### src/design/safs_pkg.sv
`timescale 1ns / 1ps

package safs_pkg;

    // Field widths
    localparam int REQ_W      = 1;
    localparam int ELAPSED_W  = 16;
    localparam int ANIM_W     = 4;
    localparam int SLOT_POS_W = 4;
    localparam int FRAME_W    = 8;
    localparam int LIST_POS_W = 4;
    localparam int EDGE_W     = 17;
    localparam int COLS_W     = 5;
    localparam int ROWS_W     = 5;
    localparam int DUR_W      = 16;
    localparam int ACC_W      = 32;

    // Configuration port
    localparam int CFG_DATA_W = 16;
    localparam int CFG_IDX_W  = 2;
    localparam logic [CFG_IDX_W-1:0] CFG_GRID_COLUMNS     = 2'd0;
    localparam logic [CFG_IDX_W-1:0] CFG_GRID_ROWS        = 2'd1;
    localparam logic [CFG_IDX_W-1:0] CFG_FRAME_DURATION   = 2'd2;
    localparam logic [CFG_IDX_W-1:0] CFG_ACTIVE_ANIMATION = 2'd3;

    // Register values after reset
    localparam logic [COLS_W-1:0] RST_GRID_COLUMNS     = 5'd1;
    localparam logic [ROWS_W-1:0] RST_GRID_ROWS        = 5'd1;
    localparam logic [DUR_W-1:0]  RST_FRAME_DURATION   = 16'd1000;
    localparam logic [ANIM_W-1:0] RST_ACTIVE_ANIMATION = 4'd0;

    // Request codes
    localparam logic REQ_TICK = 1'b0;
    localparam logic REQ_LOAD = 1'b1;

    // Default sizes
    localparam int DEF_MAX_ANIMATIONS  = 16;
    localparam int DEF_MAX_LIST_LENGTH = 16;
    localparam int DEF_MAX_GRID_SIDE   = 16;

    // Shared divider geometry
    localparam int DIV_REM_W = 32;
    localparam int DIV_DSR_W = 16;
    localparam int DIV_QUO_W = 17;
    localparam int DIV_BIT_W = $clog2(DIV_QUO_W);

    // Q1.16 scaling
    localparam int Q_SHIFT = 16;

    typedef struct packed {
        logic [REQ_W-1:0]      req_type;
        logic [ELAPSED_W-1:0]  elapsed;
        logic [ANIM_W-1:0]     anim_slot;
        logic [SLOT_POS_W-1:0] slot_position;
        logic [FRAME_W-1:0]    sheet_frame;
        logic                  slot_last;
    } t_in_item;

    typedef struct packed {
        logic                  is_load_ack;
        logic [LIST_POS_W-1:0] list_position;
        logic [FRAME_W-1:0]    frame_number;
        logic [EDGE_W-1:0]     u_start;
        logic [EDGE_W-1:0]     u_end;
        logic [EDGE_W-1:0]     v_start;
        logic [EDGE_W-1:0]     v_end;
    } t_out_item;

    // Controller to datapath
    typedef struct packed {
        logic clr_step;
        logic capture;
        logic do_load;
        logic tick_mul;
        logic wrap_start;
        logic mem_read;
        logic frame_start;
        logic edge_lo;
        logic edge_hi;
        logic finish;
    } t_dp_cmd;

    // Datapath to controller
    typedef struct packed {
        logic clr_last;
        logic in_is_load;
        logic div_busy;
        logic out_free;
    } t_dp_status;

endpackage

### src/design/safs_ram.sv
`timescale 1ns / 1ps

module safs_ram #(
    parameter int WIDTH = 8,
    parameter int DEPTH = 256
) (
    input  logic                                      i_clk,
    input  logic                                      i_wr_en,
    input  logic [((DEPTH > 1) ? $clog2(DEPTH) : 1)-1:0] i_wr_addr,
    input  logic [WIDTH-1:0]                          i_wr_data,
    input  logic                                      i_rd_en,
    input  logic [((DEPTH > 1) ? $clog2(DEPTH) : 1)-1:0] i_rd_addr,
    output logic [WIDTH-1:0]                          o_rd_data
);

    logic [WIDTH-1:0] r_mem [DEPTH];
    logic [WIDTH-1:0] r_rd_data;

    // One write port, one registered read port
    always_ff @(posedge i_clk) begin
        if (i_wr_en) begin
            r_mem[i_wr_addr] <= i_wr_data;
        end
        if (i_rd_en) begin
            r_rd_data <= r_mem[i_rd_addr];
        end
    end

    assign o_rd_data = r_rd_data;

endmodule

### src/design/safs_div.sv
`timescale 1ns / 1ps

module safs_div #(
    parameter int REM_W = safs_pkg::DIV_REM_W,
    parameter int DSR_W = safs_pkg::DIV_DSR_W,
    parameter int QUO_W = safs_pkg::DIV_QUO_W
) (
    input  logic                       i_clk,
    input  logic                       i_rst_n,
    input  logic                       i_start,
    input  logic [REM_W-1:0]           i_dividend,
    input  logic [DSR_W-1:0]           i_divisor,
    input  logic [$clog2(QUO_W)-1:0]   i_top_bit,
    output logic                       o_busy,
    output logic [QUO_W-1:0]           o_quotient,
    output logic [REM_W-1:0]           o_remainder
);

    localparam int BW = $clog2(QUO_W);
    localparam int TW = DSR_W + QUO_W;
    localparam int CW = (REM_W > TW) ? REM_W : TW;

    logic             r_busy;
    logic [BW-1:0]    r_bit;
    logic [REM_W-1:0] r_rem;
    logic [TW-1:0]    r_trial;
    logic [QUO_W-1:0] r_quo;
    logic             w_fits;

    // Shifted divisor fits under the partial remainder
    assign w_fits = (CW'(r_rem) >= CW'(r_trial));

    // Busy flag: one quotient bit per cycle, top bit first
    always_ff @(posedge i_clk) begin
        if (!i_rst_n) begin
            r_busy <= 1'b0;
        end else if (i_start) begin
            r_busy <= 1'b1;
        end else if (r_busy && (r_bit == '0)) begin
            r_busy <= 1'b0;
        end
    end

    // Restoring division step
    always_ff @(posedge i_clk) begin
        if (i_start) begin
            r_rem   <= i_dividend;
            r_trial <= TW'(i_divisor) << i_top_bit;
            r_quo   <= '0;
            r_bit   <= i_top_bit;
        end else if (r_busy) begin
            if (w_fits) begin
                r_rem <= r_rem - REM_W'(r_trial);
            end
            r_quo   <= {r_quo[QUO_W-2:0], w_fits};
            r_trial <= r_trial >> 1;
            r_bit   <= r_bit - BW'(1);
        end
    end

    assign o_busy      = r_busy;
    assign o_quotient  = r_quo;
    assign o_remainder = r_rem;

endmodule

### src/design/safs_ctrl.sv
`timescale 1ns / 1ps

module safs_ctrl (
    input  logic                  i_clk,
    input  logic                  i_rst_n,
    input  logic                  i_in_valid,
    output logic                  o_in_ready,
    input  safs_pkg::t_dp_status  i_status,
    output safs_pkg::t_dp_cmd     o_cmd
);

    typedef enum logic [3:0] {
        ST_CLEAR,
        ST_IDLE,
        ST_LOAD,
        ST_MUL,
        ST_WRAP,
        ST_TDIV_W,
        ST_READ,
        ST_FRAME,
        ST_CR_W,
        ST_EDGE_LO,
        ST_LO_W,
        ST_EDGE_HI,
        ST_HI_W,
        ST_FINISH
    } t_state;

    t_state r_state;
    t_state n_state;

    // Sequence one transaction at a time
    always_comb begin
        n_state = r_state;
        unique case (r_state)
            ST_CLEAR: begin
                if (i_status.clr_last) n_state = ST_IDLE;
            end
            ST_IDLE: begin
                if (i_in_valid) begin
                    n_state = i_status.in_is_load ? ST_LOAD : ST_MUL;
                end
            end
            ST_LOAD:    n_state = ST_FINISH;
            ST_MUL:     n_state = ST_WRAP;
            ST_WRAP:    n_state = ST_TDIV_W;
            ST_TDIV_W: begin
                if (!i_status.div_busy) n_state = ST_READ;
            end
            ST_READ:    n_state = ST_FRAME;
            ST_FRAME:   n_state = ST_CR_W;
            ST_CR_W: begin
                if (!i_status.div_busy) n_state = ST_EDGE_LO;
            end
            ST_EDGE_LO: n_state = ST_LO_W;
            ST_LO_W: begin
                if (!i_status.div_busy) n_state = ST_EDGE_HI;
            end
            ST_EDGE_HI: n_state = ST_HI_W;
            ST_HI_W: begin
                if (!i_status.div_busy) n_state = ST_FINISH;
            end
            ST_FINISH: begin
                if (i_status.out_free) n_state = ST_IDLE;
            end
            default:    n_state = ST_IDLE;
        endcase
    end

    // Decode commands from the current state
    always_comb begin
        o_cmd             = '0;
        o_cmd.clr_step    = (r_state == ST_CLEAR);
        o_cmd.capture     = (r_state == ST_IDLE) && i_in_valid;
        o_cmd.do_load     = (r_state == ST_LOAD);
        o_cmd.tick_mul    = (r_state == ST_MUL);
        o_cmd.wrap_start  = (r_state == ST_WRAP);
        o_cmd.mem_read    = (r_state == ST_READ);
        o_cmd.frame_start = (r_state == ST_FRAME);
        o_cmd.edge_lo     = (r_state == ST_EDGE_LO);
        o_cmd.edge_hi     = (r_state == ST_EDGE_HI);
        o_cmd.finish      = (r_state == ST_FINISH) && i_status.out_free;
    end

    assign o_in_ready = (r_state == ST_IDLE);

    // Hold state
    always_ff @(posedge i_clk) begin
        if (!i_rst_n) begin
            r_state <= ST_CLEAR;
        end else begin
            r_state <= n_state;
        end
    end

endmodule

### src/design/safs_dp.sv
`timescale 1ns / 1ps

module safs_dp #(
    parameter int MAX_ANIMATIONS  = safs_pkg::DEF_MAX_ANIMATIONS,
    parameter int MAX_LIST_LENGTH = safs_pkg::DEF_MAX_LIST_LENGTH,
    parameter int MAX_GRID_SIDE   = safs_pkg::DEF_MAX_GRID_SIDE
) (
    input  logic                                i_clk,
    input  logic                                i_rst_n,
    input  safs_pkg::t_in_item                  i_in_data,
    output safs_pkg::t_out_item                 o_out_data,
    output logic                                o_out_valid,
    input  logic                                i_out_ready,
    input  logic                                i_cfg_wr_en,
    input  logic [safs_pkg::CFG_IDX_W-1:0]      i_cfg_index,
    input  logic [safs_pkg::CFG_DATA_W-1:0]     i_cfg_wdata,
    input  safs_pkg::t_dp_cmd                   i_cmd,
    output safs_pkg::t_dp_status                o_status
);

    localparam int ANW   = (MAX_ANIMATIONS > 1) ? $clog2(MAX_ANIMATIONS) : 1;
    localparam int PW    = (MAX_LIST_LENGTH > 1) ? $clog2(MAX_LIST_LENGTH) : 1;
    localparam int LW    = $clog2(MAX_LIST_LENGTH + 1);
    localparam int GW    = $clog2(MAX_GRID_SIDE + 1);
    localparam int DEPTH = MAX_ANIMATIONS * MAX_LIST_LENGTH;
    localparam int AW    = (DEPTH > 1) ? $clog2(DEPTH) : 1;
    localparam int SPW   = safs_pkg::DUR_W + LW;
    localparam int CLW   = 2 * GW;
    localparam int NCODE = 1 << safs_pkg::ANIM_W;
    localparam int BW    = safs_pkg::DIV_BIT_W;
    localparam int RW    = safs_pkg::DIV_REM_W;
    localparam int DW    = safs_pkg::DIV_DSR_W;
    localparam int QW    = safs_pkg::DIV_QUO_W;

    localparam logic [BW-1:0] TIME_TOP  = BW'(PW - 1);
    localparam logic [BW-1:0] FRAME_TOP = BW'(safs_pkg::FRAME_W - 1);
    localparam logic [BW-1:0] EDGE_TOP  = BW'(safs_pkg::DIV_QUO_W - 1);

    // Configuration registers
    logic [safs_pkg::COLS_W-1:0] r_grid_columns;
    logic [safs_pkg::ROWS_W-1:0] r_grid_rows;
    logic [safs_pkg::DUR_W-1:0]  r_frame_duration;
    logic [safs_pkg::ANIM_W-1:0] r_active_animation;

    // Block state
    logic [safs_pkg::ACC_W-1:0] r_acc;
    logic [LW-1:0]              r_len [MAX_ANIMATIONS];
    logic [AW-1:0]              r_clr_addr;

    // Per-transaction registers
    safs_pkg::t_in_item          r_item;
    logic [LW-1:0]               r_len_cur;
    logic [SPW-1:0]              r_span;
    logic [CLW-1:0]              r_cells;
    logic [PW-1:0]               r_pos;
    logic [safs_pkg::FRAME_W-1:0] r_frm;
    logic [GW-1:0]               r_col;
    logic [GW-1:0]               r_row;
    logic [safs_pkg::EDGE_W-1:0] r_u_start;
    logic [safs_pkg::EDGE_W-1:0] r_v_start;
    logic                        r_out_valid;
    safs_pkg::t_out_item         r_out_data;
    safs_pkg::t_out_item         n_out_data;

    // Combinational
    logic [ANW-1:0]              w_anim_tbl [NCODE];
    logic [ANW-1:0]              w_anim;
    logic [safs_pkg::DUR_W-1:0]  w_dur;
    logic [GW-1:0]               w_cols;
    logic [GW-1:0]               w_rows;
    logic [safs_pkg::ACC_W-1:0]  w_acc_eff;
    logic [PW-1:0]               w_pos;
    logic [safs_pkg::FRAME_W-1:0] w_frm;
    logic [safs_pkg::FRAME_W-1:0] w_sheet;
    logic                        w_load_ok;
    logic [AW-1:0]               w_load_addr;
    logic [AW-1:0]               w_rd_addr;
    logic                        w_ram_we;
    logic [AW-1:0]               w_ram_waddr;
    logic [safs_pkg::FRAME_W-1:0] w_ram_wdata;
    logic [safs_pkg::FRAME_W-1:0] w_ram_rdata;

    // Divider ports
    logic          w_a_start, w_b_start;
    logic [RW-1:0] w_a_dvd, w_b_dvd;
    logic [DW-1:0] w_a_dsr, w_b_dsr;
    logic [BW-1:0] w_a_top, w_b_top;
    logic          w_a_busy, w_b_busy;
    logic [QW-1:0] w_a_quo, w_b_quo;
    logic [RW-1:0] w_a_rem, w_b_rem;

    // Wrap table for the active list code
    for (genvar g = 0; g < NCODE; g++) begin : g_anim_wrap
        assign w_anim_tbl[g] = ANW'(g % MAX_ANIMATIONS);
    end
    assign w_anim = w_anim_tbl[r_active_animation];

    // Sanitize grid size and duration
    always_comb begin
        if (r_grid_columns == '0) begin
            w_cols = GW'(1);
        end else if (32'(r_grid_columns) > 32'(MAX_GRID_SIDE)) begin
            w_cols = GW'(MAX_GRID_SIDE);
        end else begin
            w_cols = GW'(r_grid_columns);
        end
        if (r_grid_rows == '0) begin
            w_rows = GW'(1);
        end else if (32'(r_grid_rows) > 32'(MAX_GRID_SIDE)) begin
            w_rows = GW'(MAX_GRID_SIDE);
        end else begin
            w_rows = GW'(r_grid_rows);
        end
    end
    assign w_dur = (r_frame_duration == '0) ? safs_pkg::DUR_W'(1) : r_frame_duration;

    // Restart the cycle once the list has played out
    assign w_acc_eff = (r_acc >= safs_pkg::ACC_W'(r_span)) ? '0 : r_acc;

    // Position, frame and sheet frame selection
    assign w_pos   = (r_len_cur == '0) ? '0 : PW'(w_a_quo);
    assign w_frm   = (r_len_cur == '0) ? '0 : w_ram_rdata;
    assign w_sheet = (16'(w_frm) >= 16'(r_cells)) ? '0 : w_frm;

    // Load addressing
    assign w_load_ok = (32'(r_item.anim_slot) < 32'(MAX_ANIMATIONS)) &&
                       (32'(r_item.slot_position) < 32'(MAX_LIST_LENGTH));
    assign w_load_addr = AW'(int'(r_item.anim_slot) * MAX_LIST_LENGTH)
                       + AW'(r_item.slot_position);
    assign w_rd_addr   = AW'(int'(w_anim) * MAX_LIST_LENGTH) + AW'(w_pos);

    // Memory write: clearing sweep or load
    assign w_ram_we    = i_cmd.clr_step || (i_cmd.do_load && w_load_ok);
    assign w_ram_waddr = i_cmd.clr_step ? r_clr_addr : w_load_addr;
    assign w_ram_wdata = i_cmd.clr_step ? '0 : r_item.sheet_frame;

    safs_ram #(
        .WIDTH (safs_pkg::FRAME_W),
        .DEPTH (DEPTH)
    ) u_frame_ram (
        .i_clk     (i_clk),
        .i_wr_en   (w_ram_we),
        .i_wr_addr (w_ram_waddr),
        .i_wr_data (w_ram_wdata),
        .i_rd_en   (i_cmd.mem_read),
        .i_rd_addr (w_rd_addr),
        .o_rd_data (w_ram_rdata)
    );

    // Divider A: time over duration, then column edges
    assign w_a_start = i_cmd.wrap_start || i_cmd.edge_lo || i_cmd.edge_hi;
    always_comb begin
        w_a_dvd = w_acc_eff;
        w_a_dsr = w_dur;
        w_a_top = TIME_TOP;
        if (i_cmd.edge_lo) begin
            w_a_dvd = RW'(GW'(w_b_rem)) << safs_pkg::Q_SHIFT;
            w_a_dsr = DW'(w_cols);
            w_a_top = EDGE_TOP;
        end else if (i_cmd.edge_hi) begin
            w_a_dvd = (RW'(r_col) + RW'(1)) << safs_pkg::Q_SHIFT;
            w_a_dsr = DW'(w_cols);
            w_a_top = EDGE_TOP;
        end
    end

    // Divider B: sheet frame over columns, then row edges
    assign w_b_start = i_cmd.frame_start || i_cmd.edge_lo || i_cmd.edge_hi;
    always_comb begin
        w_b_dvd = RW'(w_sheet);
        w_b_dsr = DW'(w_cols);
        w_b_top = FRAME_TOP;
        if (i_cmd.edge_lo) begin
            w_b_dvd = RW'(GW'(w_b_quo)) << safs_pkg::Q_SHIFT;
            w_b_dsr = DW'(w_rows);
            w_b_top = EDGE_TOP;
        end else if (i_cmd.edge_hi) begin
            w_b_dvd = (RW'(r_row) + RW'(1)) << safs_pkg::Q_SHIFT;
            w_b_dsr = DW'(w_rows);
            w_b_top = EDGE_TOP;
        end
    end

    safs_div #(
        .REM_W (RW),
        .DSR_W (DW),
        .QUO_W (QW)
    ) u_div_a (
        .i_clk       (i_clk),
        .i_rst_n     (i_rst_n),
        .i_start     (w_a_start),
        .i_dividend  (w_a_dvd),
        .i_divisor   (w_a_dsr),
        .i_top_bit   (w_a_top),
        .o_busy      (w_a_busy),
        .o_quotient  (w_a_quo),
        .o_remainder (w_a_rem)
    );

    safs_div #(
        .REM_W (RW),
        .DSR_W (DW),
        .QUO_W (QW)
    ) u_div_b (
        .i_clk       (i_clk),
        .i_rst_n     (i_rst_n),
        .i_start     (w_b_start),
        .i_dividend  (w_b_dvd),
        .i_divisor   (w_b_dsr),
        .i_top_bit   (w_b_top),
        .o_busy      (w_b_busy),
        .o_quotient  (w_b_quo),
        .o_remainder (w_b_rem)
    );

    // Control state: registers, lengths, time, clear sweep, output valid
    always_ff @(posedge i_clk) begin
        if (!i_rst_n) begin
            r_grid_columns     <= safs_pkg::RST_GRID_COLUMNS;
            r_grid_rows        <= safs_pkg::RST_GRID_ROWS;
            r_frame_duration   <= safs_pkg::RST_FRAME_DURATION;
            r_active_animation <= safs_pkg::RST_ACTIVE_ANIMATION;
            r_acc              <= '0;
            r_clr_addr         <= '0;
            r_out_valid        <= 1'b0;
            for (int i = 0; i < MAX_ANIMATIONS; i++) begin
                r_len[i] <= (i == 0) ? LW'(1) : '0;
            end
        end else begin
            if (i_cfg_wr_en) begin
                unique case (i_cfg_index)
                    safs_pkg::CFG_GRID_COLUMNS:
                        r_grid_columns <= safs_pkg::COLS_W'(i_cfg_wdata);
                    safs_pkg::CFG_GRID_ROWS:
                        r_grid_rows <= safs_pkg::ROWS_W'(i_cfg_wdata);
                    safs_pkg::CFG_FRAME_DURATION:
                        r_frame_duration <= safs_pkg::DUR_W'(i_cfg_wdata);
                    safs_pkg::CFG_ACTIVE_ANIMATION:
                        r_active_animation <= safs_pkg::ANIM_W'(i_cfg_wdata);
                    default: ;
                endcase
            end
            if (i_cmd.clr_step) begin
                r_clr_addr <= r_clr_addr + AW'(1);
            end
            if (i_cmd.do_load && w_load_ok && r_item.slot_last) begin
                r_len[ANW'(r_item.anim_slot)] <= LW'(r_item.slot_position) + LW'(1);
            end
            if (i_cmd.wrap_start) begin
                r_acc <= w_acc_eff;
            end else if (i_cmd.finish && (r_item.req_type == safs_pkg::REQ_TICK)) begin
                r_acc <= r_acc + safs_pkg::ACC_W'(r_item.elapsed);
            end
            if (i_cmd.finish) begin
                r_out_valid <= 1'b1;
            end else if (i_out_ready) begin
                r_out_valid <= 1'b0;
            end
        end
    end

    // Assemble the result of the transaction in hand
    always_comb begin
        n_out_data = '0;
        if (r_item.req_type == safs_pkg::REQ_LOAD) begin
            n_out_data.is_load_ack = 1'b1;
        end else begin
            n_out_data.list_position = safs_pkg::LIST_POS_W'(r_pos);
            n_out_data.frame_number  = r_frm;
            n_out_data.u_start       = r_u_start;
            n_out_data.u_end         = w_a_quo;
            n_out_data.v_start       = r_v_start;
            n_out_data.v_end         = w_b_quo;
        end
    end

    // Payload registers
    always_ff @(posedge i_clk) begin
        if (i_cmd.capture) begin
            r_item <= i_in_data;
        end
        if (i_cmd.tick_mul) begin
            r_len_cur <= r_len[w_anim];
            r_span    <= SPW'(w_dur) * SPW'(r_len[w_anim]);
            r_cells   <= CLW'(w_cols) * CLW'(w_rows);
        end
        if (i_cmd.mem_read) begin
            r_pos <= w_pos;
        end
        if (i_cmd.frame_start) begin
            r_frm <= w_frm;
        end
        if (i_cmd.edge_lo) begin
            r_col <= GW'(w_b_rem);
            r_row <= GW'(w_b_quo);
        end
        if (i_cmd.edge_hi) begin
            r_u_start <= w_a_quo;
            r_v_start <= w_b_quo;
        end
        if (i_cmd.finish) begin
            r_out_data <= n_out_data;
        end
    end

    assign o_out_valid = r_out_valid;
    assign o_out_data  = r_out_data;

    assign o_status.clr_last   = (r_clr_addr == AW'(DEPTH - 1));
    assign o_status.in_is_load = (i_in_data.req_type == safs_pkg::REQ_LOAD);
    assign o_status.div_busy   = w_a_busy || w_b_busy;
    assign o_status.out_free   = !r_out_valid || i_out_ready;

endmodule

### src/design/sprite_animation_frame_sequencer_unit.sv
`timescale 1ns / 1ps

// Channel   Direction  Signals                               Transaction when
// input     in         i_in_valid, o_in_ready, i_in_data     i_in_valid && o_in_ready
// output    out        o_out_valid, i_out_ready, o_out_data  o_out_valid && i_out_ready
// config    in         i_cfg_wr_en, i_cfg_index, i_cfg_wdata i_cfg_wr_en
//
// One transaction is worked at a time. A load writes its list entry (when in range) in ST_LOAD
// and its acknowledge is registered in ST_FINISH. A tick is worked by two shared restoring
// dividers, one quotient bit per cycle: time/duration, frame/columns, then 17-bit Q1.16
// edges for start and end in turn.
// After reset all MAX_ANIMATIONS * MAX_LIST_LENGTH entries of the frame list memory
// are cleared, one entry per cycle; inputs are held off meanwhile.
// A stalled output holds its result while the next transaction is accepted and worked.

module sprite_animation_frame_sequencer_unit #(
    parameter int MAX_ANIMATIONS  = safs_pkg::DEF_MAX_ANIMATIONS,
    parameter int MAX_LIST_LENGTH = safs_pkg::DEF_MAX_LIST_LENGTH,
    parameter int MAX_GRID_SIDE   = safs_pkg::DEF_MAX_GRID_SIDE
) (
    input  logic                             i_clk,
    input  logic                             i_rst_n,
    input  logic                             i_in_valid,
    output logic                             o_in_ready,
    input  safs_pkg::t_in_item               i_in_data,
    output logic                             o_out_valid,
    input  logic                             i_out_ready,
    output safs_pkg::t_out_item              o_out_data,
    input  logic                             i_cfg_wr_en,
    input  logic [safs_pkg::CFG_IDX_W-1:0]   i_cfg_index,
    input  logic [safs_pkg::CFG_DATA_W-1:0]  i_cfg_wdata
);

    safs_pkg::t_dp_cmd    w_cmd;
    safs_pkg::t_dp_status w_status;

    // Sequencer
    safs_ctrl u_ctrl (
        .i_clk      (i_clk),
        .i_rst_n    (i_rst_n),
        .i_in_valid (i_in_valid),
        .o_in_ready (o_in_ready),
        .i_status   (w_status),
        .o_cmd      (w_cmd)
    );

    // Storage, dividers and result register
    safs_dp #(
        .MAX_ANIMATIONS  (MAX_ANIMATIONS),
        .MAX_LIST_LENGTH (MAX_LIST_LENGTH),
        .MAX_GRID_SIDE   (MAX_GRID_SIDE)
    ) u_dp (
        .i_clk       (i_clk),
        .i_rst_n     (i_rst_n),
        .i_in_data   (i_in_data),
        .o_out_data  (o_out_data),
        .o_out_valid (o_out_valid),
        .i_out_ready (i_out_ready),
        .i_cfg_wr_en (i_cfg_wr_en),
        .i_cfg_index (i_cfg_index),
        .i_cfg_wdata (i_cfg_wdata),
        .i_cmd       (w_cmd),
        .o_status    (w_status)
    );

endmodule
### config.mk
export PLATFORM = sky130hd
export DESIGN_NAME = sprite_animation_frame_sequencer_unit
export DESIGN_NICKNAME = d
export VERILOG_FILES = /design/src/design/safs_pkg.sv /design/src/design/safs_ram.sv /design/src/design/safs_div.sv /design/src/design/safs_ctrl.sv /design/src/design/safs_dp.sv /design/src/design/sprite_animation_frame_sequencer_unit.sv
export SDC_FILE = /design/constraint.sdc
export NUM_CORES = 2
export LEC_CHECK = 0
export BUFFER_PORTS_ARGS = -buffer_cell sky130_fd_sc_hd__buf_2
export CAP_MARGIN = 20
export CORE_MARGIN = 1
export CORE_UTILIZATION = 55
export DETAILED_ROUTE_END_ITERATION = 10
export GPL_TIMING_DRIVEN = 1
export PLACE_DENSITY = 0.77
export SLEW_MARGIN = 40
export SYNTH_ARGS = -nofsm -noshare
export SYNTH_HDL_FRONTEND = slang
export SYNTH_SLANG_ARGS = --single-unit
### constraint.sdc
create_clock -name i_clk -period 10.1 [get_ports i_clk]
set_input_delay 1.01 -clock i_clk [delete_from_list [all_inputs] [get_ports i_clk]]
set_output_delay 1.01 -clock i_clk [all_outputs]
set_load 0.05 [all_outputs]
==> reports/metrics.yaml <==
grt_setup_unrepaired: "no"
dp.final_hpwl_um: 186000
cts_tree: "built"
drt_pre_antenna_iters: 8
final_common_cell: "edfxtp_1"
post_cts_buffers: 0
slew_headroom: 0.361
tightest_slew_ps: 948
htree_num_levels: 5
finalSetupViolations: 0
clock-root-buffer: "clkbuf_16"
slew_viol_final: 0
stdcell_area_sq_mm: 0.123
synth.area.top_cells: "edfxtp_1 (67%), mux4_2 (4.0%), nor2_1 (2.8%), mux2i_1 (2.2%), a21oi_1 (2.1%)"
synth_cell_types: 91
vias: 71800
max_freq_ghz: 0.153
gp_congestion: 0.962
grt_pass1_vias: 69400
r2r_start: "u_dp.r_active_animation[0]"
synth_area_leader_cell: "edfxtp_1"
fin_util: 0.616
syn_to_final_growth_pct: 11.0
power_density_mw_per_mm2: 251
ff2ff_setup_slack_ps: 3550
via_per_inst: 6.73
worstSetupPathType: "flip-flop to flip-flop"
initial_utilization: 0.555
cts_buffer_depth: 4
hp-class: "input port to flip-flop"
die_h_um: 452
grt_max_degree: 186
place_area_sq_mm: 0.114
final_cell_mix: "edfxtp_1 (2,478), nor2_1 (792), a21oi_1 (458)"
rows: 164
crit_start: "u_dp.r_active_animation[0]"
synth_edf_count: 2478
cts-buffers-inserted: 277
cp-start-kind: "flip-flop"
clock_latency_ps: 960
synth_top_cell_area_share: 0.669
drt_iter0_drc: 11400
io_buffers: 139
hold_viol: 0
nFillCells: 14100
ys_seq_area_frac: 0.689
yosys_most_used_dff: "edfxtp_1"
die_width_um: 452
cts_hold_buffers: 0
hold_ws_ps: 286
drt_wl_total_um: 314000
drtAntennaViolNets: 0
worstReg2RegEnd: "u_dp.r_span[17]"
antenna_found_initial: 13
crit_fanout: 41
place_inst: 10200
clk_pin_slew_worst_paths_ps: 60
cts_sinks: 2589
yosys_warnings: 0
min_period_ps: 6550
required_ps: 10730
netlist_instances: 7741
grt_use_total: 0.303
core_area_sq_mm: 0.200
die_area_sq_mm: 0.204
timing.setup.tns_ps: 0
grt.overflow.total: 0
hp-start: "i_in_data[12]"
endpoint: "u_dp.r_span[17]"
worstPathArrival_ps: 7180
ios: 140
grt_pass1_wl_um: 458000
critPathCaptureType: "flip-flop"
ys_ff_latch: 2589
fin_worst_skew_ps: 88.0
synth_area_sq_mm: 0.111
cap_violations: 0
status: "completed"
reg2reg_depth: 18
instances_no_fill: 10700
fin_nets: 8090
avgSynthCellArea_sq_um: 14.4
ir_worst_vdd_v: 0.000267
wl_per_cell_um: 29.4
p_leak_nw: 41.0
fin_crit_sh: 0.648
drc_errors: 0
cts_resized: 0
drive_gt1_frac: 0.134
async_reset_ff_frac: 0
-- cells in the mapped netlist, drive strengths merged (58+ instances only) --
cell type / instances
and2: 74
o221ai: 156
mux4: 198
mux2: 85
buf: 241
nand3: 101
clkbuf: 246
o22ai: 169
nor4: 64
nor2: 844
nand2: 394
inv: 228
o21ai: 286
ha: 159
nor2b: 167
dfxtp: 111
mux2i: 250
a21oi: 459
a211oi: 126
nor3: 167
edfxtp: 2478
xnor2: 58
-- cell families (layout without fill, tap and decap cells) --
kind of cell	count (synthesis)	count (layout)	share of synthesized area
AO/OA/AOI/OAI	1599	1599	0.0935
multiplexers	533	533	0.0712
AND/OR/NAND/NOR	1985	1985	0.0817
adder cells (fa/ha/maj)	213	213	0.0276
buffers and inverters	715	981	0.0286
flip-flops	2589	2589	0.689
XOR/XNOR	106	106	0.00835
other	1	14	0.0000337
-- cell type report --
cell class                      count  area, sq um  area share
Timing Repair Buffer              286         2120      0.0172
Inverter                          228          867     0.00702
Tap cell                         2656         3320      0.0269
Clock inverter                    128         1280      0.0104
Sequential cell                  2589        76700       0.621
Antenna cell                       12         30.0    0.000243
Multi-Input combinational cell   4438        31800       0.258
Clock buffer                      339         7370      0.0597
-- worst max-delay path: stages (launching register included) --
cell	delay (ps)
dfxtp_4	920
mux4_2	640
mux4_2	640
and2_1	250
fa_1	490
fa_1	490
inv_1	50
fa_1	470
inv_1	40
ha_1	350
nand3_1	120
o211ai_1	120
o41ai_1	660
o211ai_1	180
a41oi_1	310
nor2_1	60
o21ai_0	180
nor2b_1	200
xnor2_1	80
-- registers in the layout (all words and copies together) (netlist names), 8 cells and up --
| register | cells |
|---|---|
| u_dp.o_out_data | 81 |
| u_dp.r_acc | 32 |
| u_dp.r_cells | 10 |
| u_dp.r_clr_addr | 8 |
| u_dp.r_frame_duration | 16 |
| u_dp.r_frm | 8 |
| u_dp.r_item | 34 |
| u_dp.r_len | 80 |
| u_dp.r_span | 21 |
| u_dp.r_u_start | 17 |
| u_dp.r_v_start | 17 |
| u_dp.u_div_a.o_quotient | 17 |
| u_dp.u_div_a.o_remainder | 32 |
| u_dp.u_div_a.r_trial | 33 |
| u_dp.u_div_b.o_quotient | 17 |
| u_dp.u_div_b.o_remainder | 32 |
| u_dp.u_div_b.r_trial | 28 |
| u_dp.u_frame_ram.o_rd_data | 8 |
| u_dp.u_frame_ram.r_mem | 2048 |
-- metrics by stage --
stage	worst slack, ps	power (mW)
finish	3550	30.9
detailed placement	3610	20.9
global placement	3600	20.6
CTS	3550	30.6
floorplan	1340	18.4
global route	3180	31.7
-- how the worst min path moves through the flow --
stage | cells past startpoint | endpoint
after detailed placement | 0 | u_dp.r_v_start[16]
after CTS | 1 | u_dp.r_item[15]
after global routing | 1 | u_dp.r_item[16]
after floorplan | 0 | u_dp.r_u_start[0]
final | 1 | u_dp.r_item[12]
after global placement | 0 | u_dp.r_u_start[16]
-- power by group --
| part | internal, mW | switching [mW] |
|---|---|---|
| logic | 2.35 | 5.60 |
| registers | 12.9 | 0.180 |
| clock network | 5.81 | 4.10 |
| total | 21.1 | 9.88 |
-- per-layer routing --
metal  vias to the layer above  global-route usage  wire length [um]
met4                         8               0.170             19800
li1                      29900                   -                 -
met3                      1172              0.0914             43900
met2                      5688               0.457            141000
met5                         -                   0                45
met1                     35000               0.394            109000
Note: power is estimated with default switching activity, not from simulation.
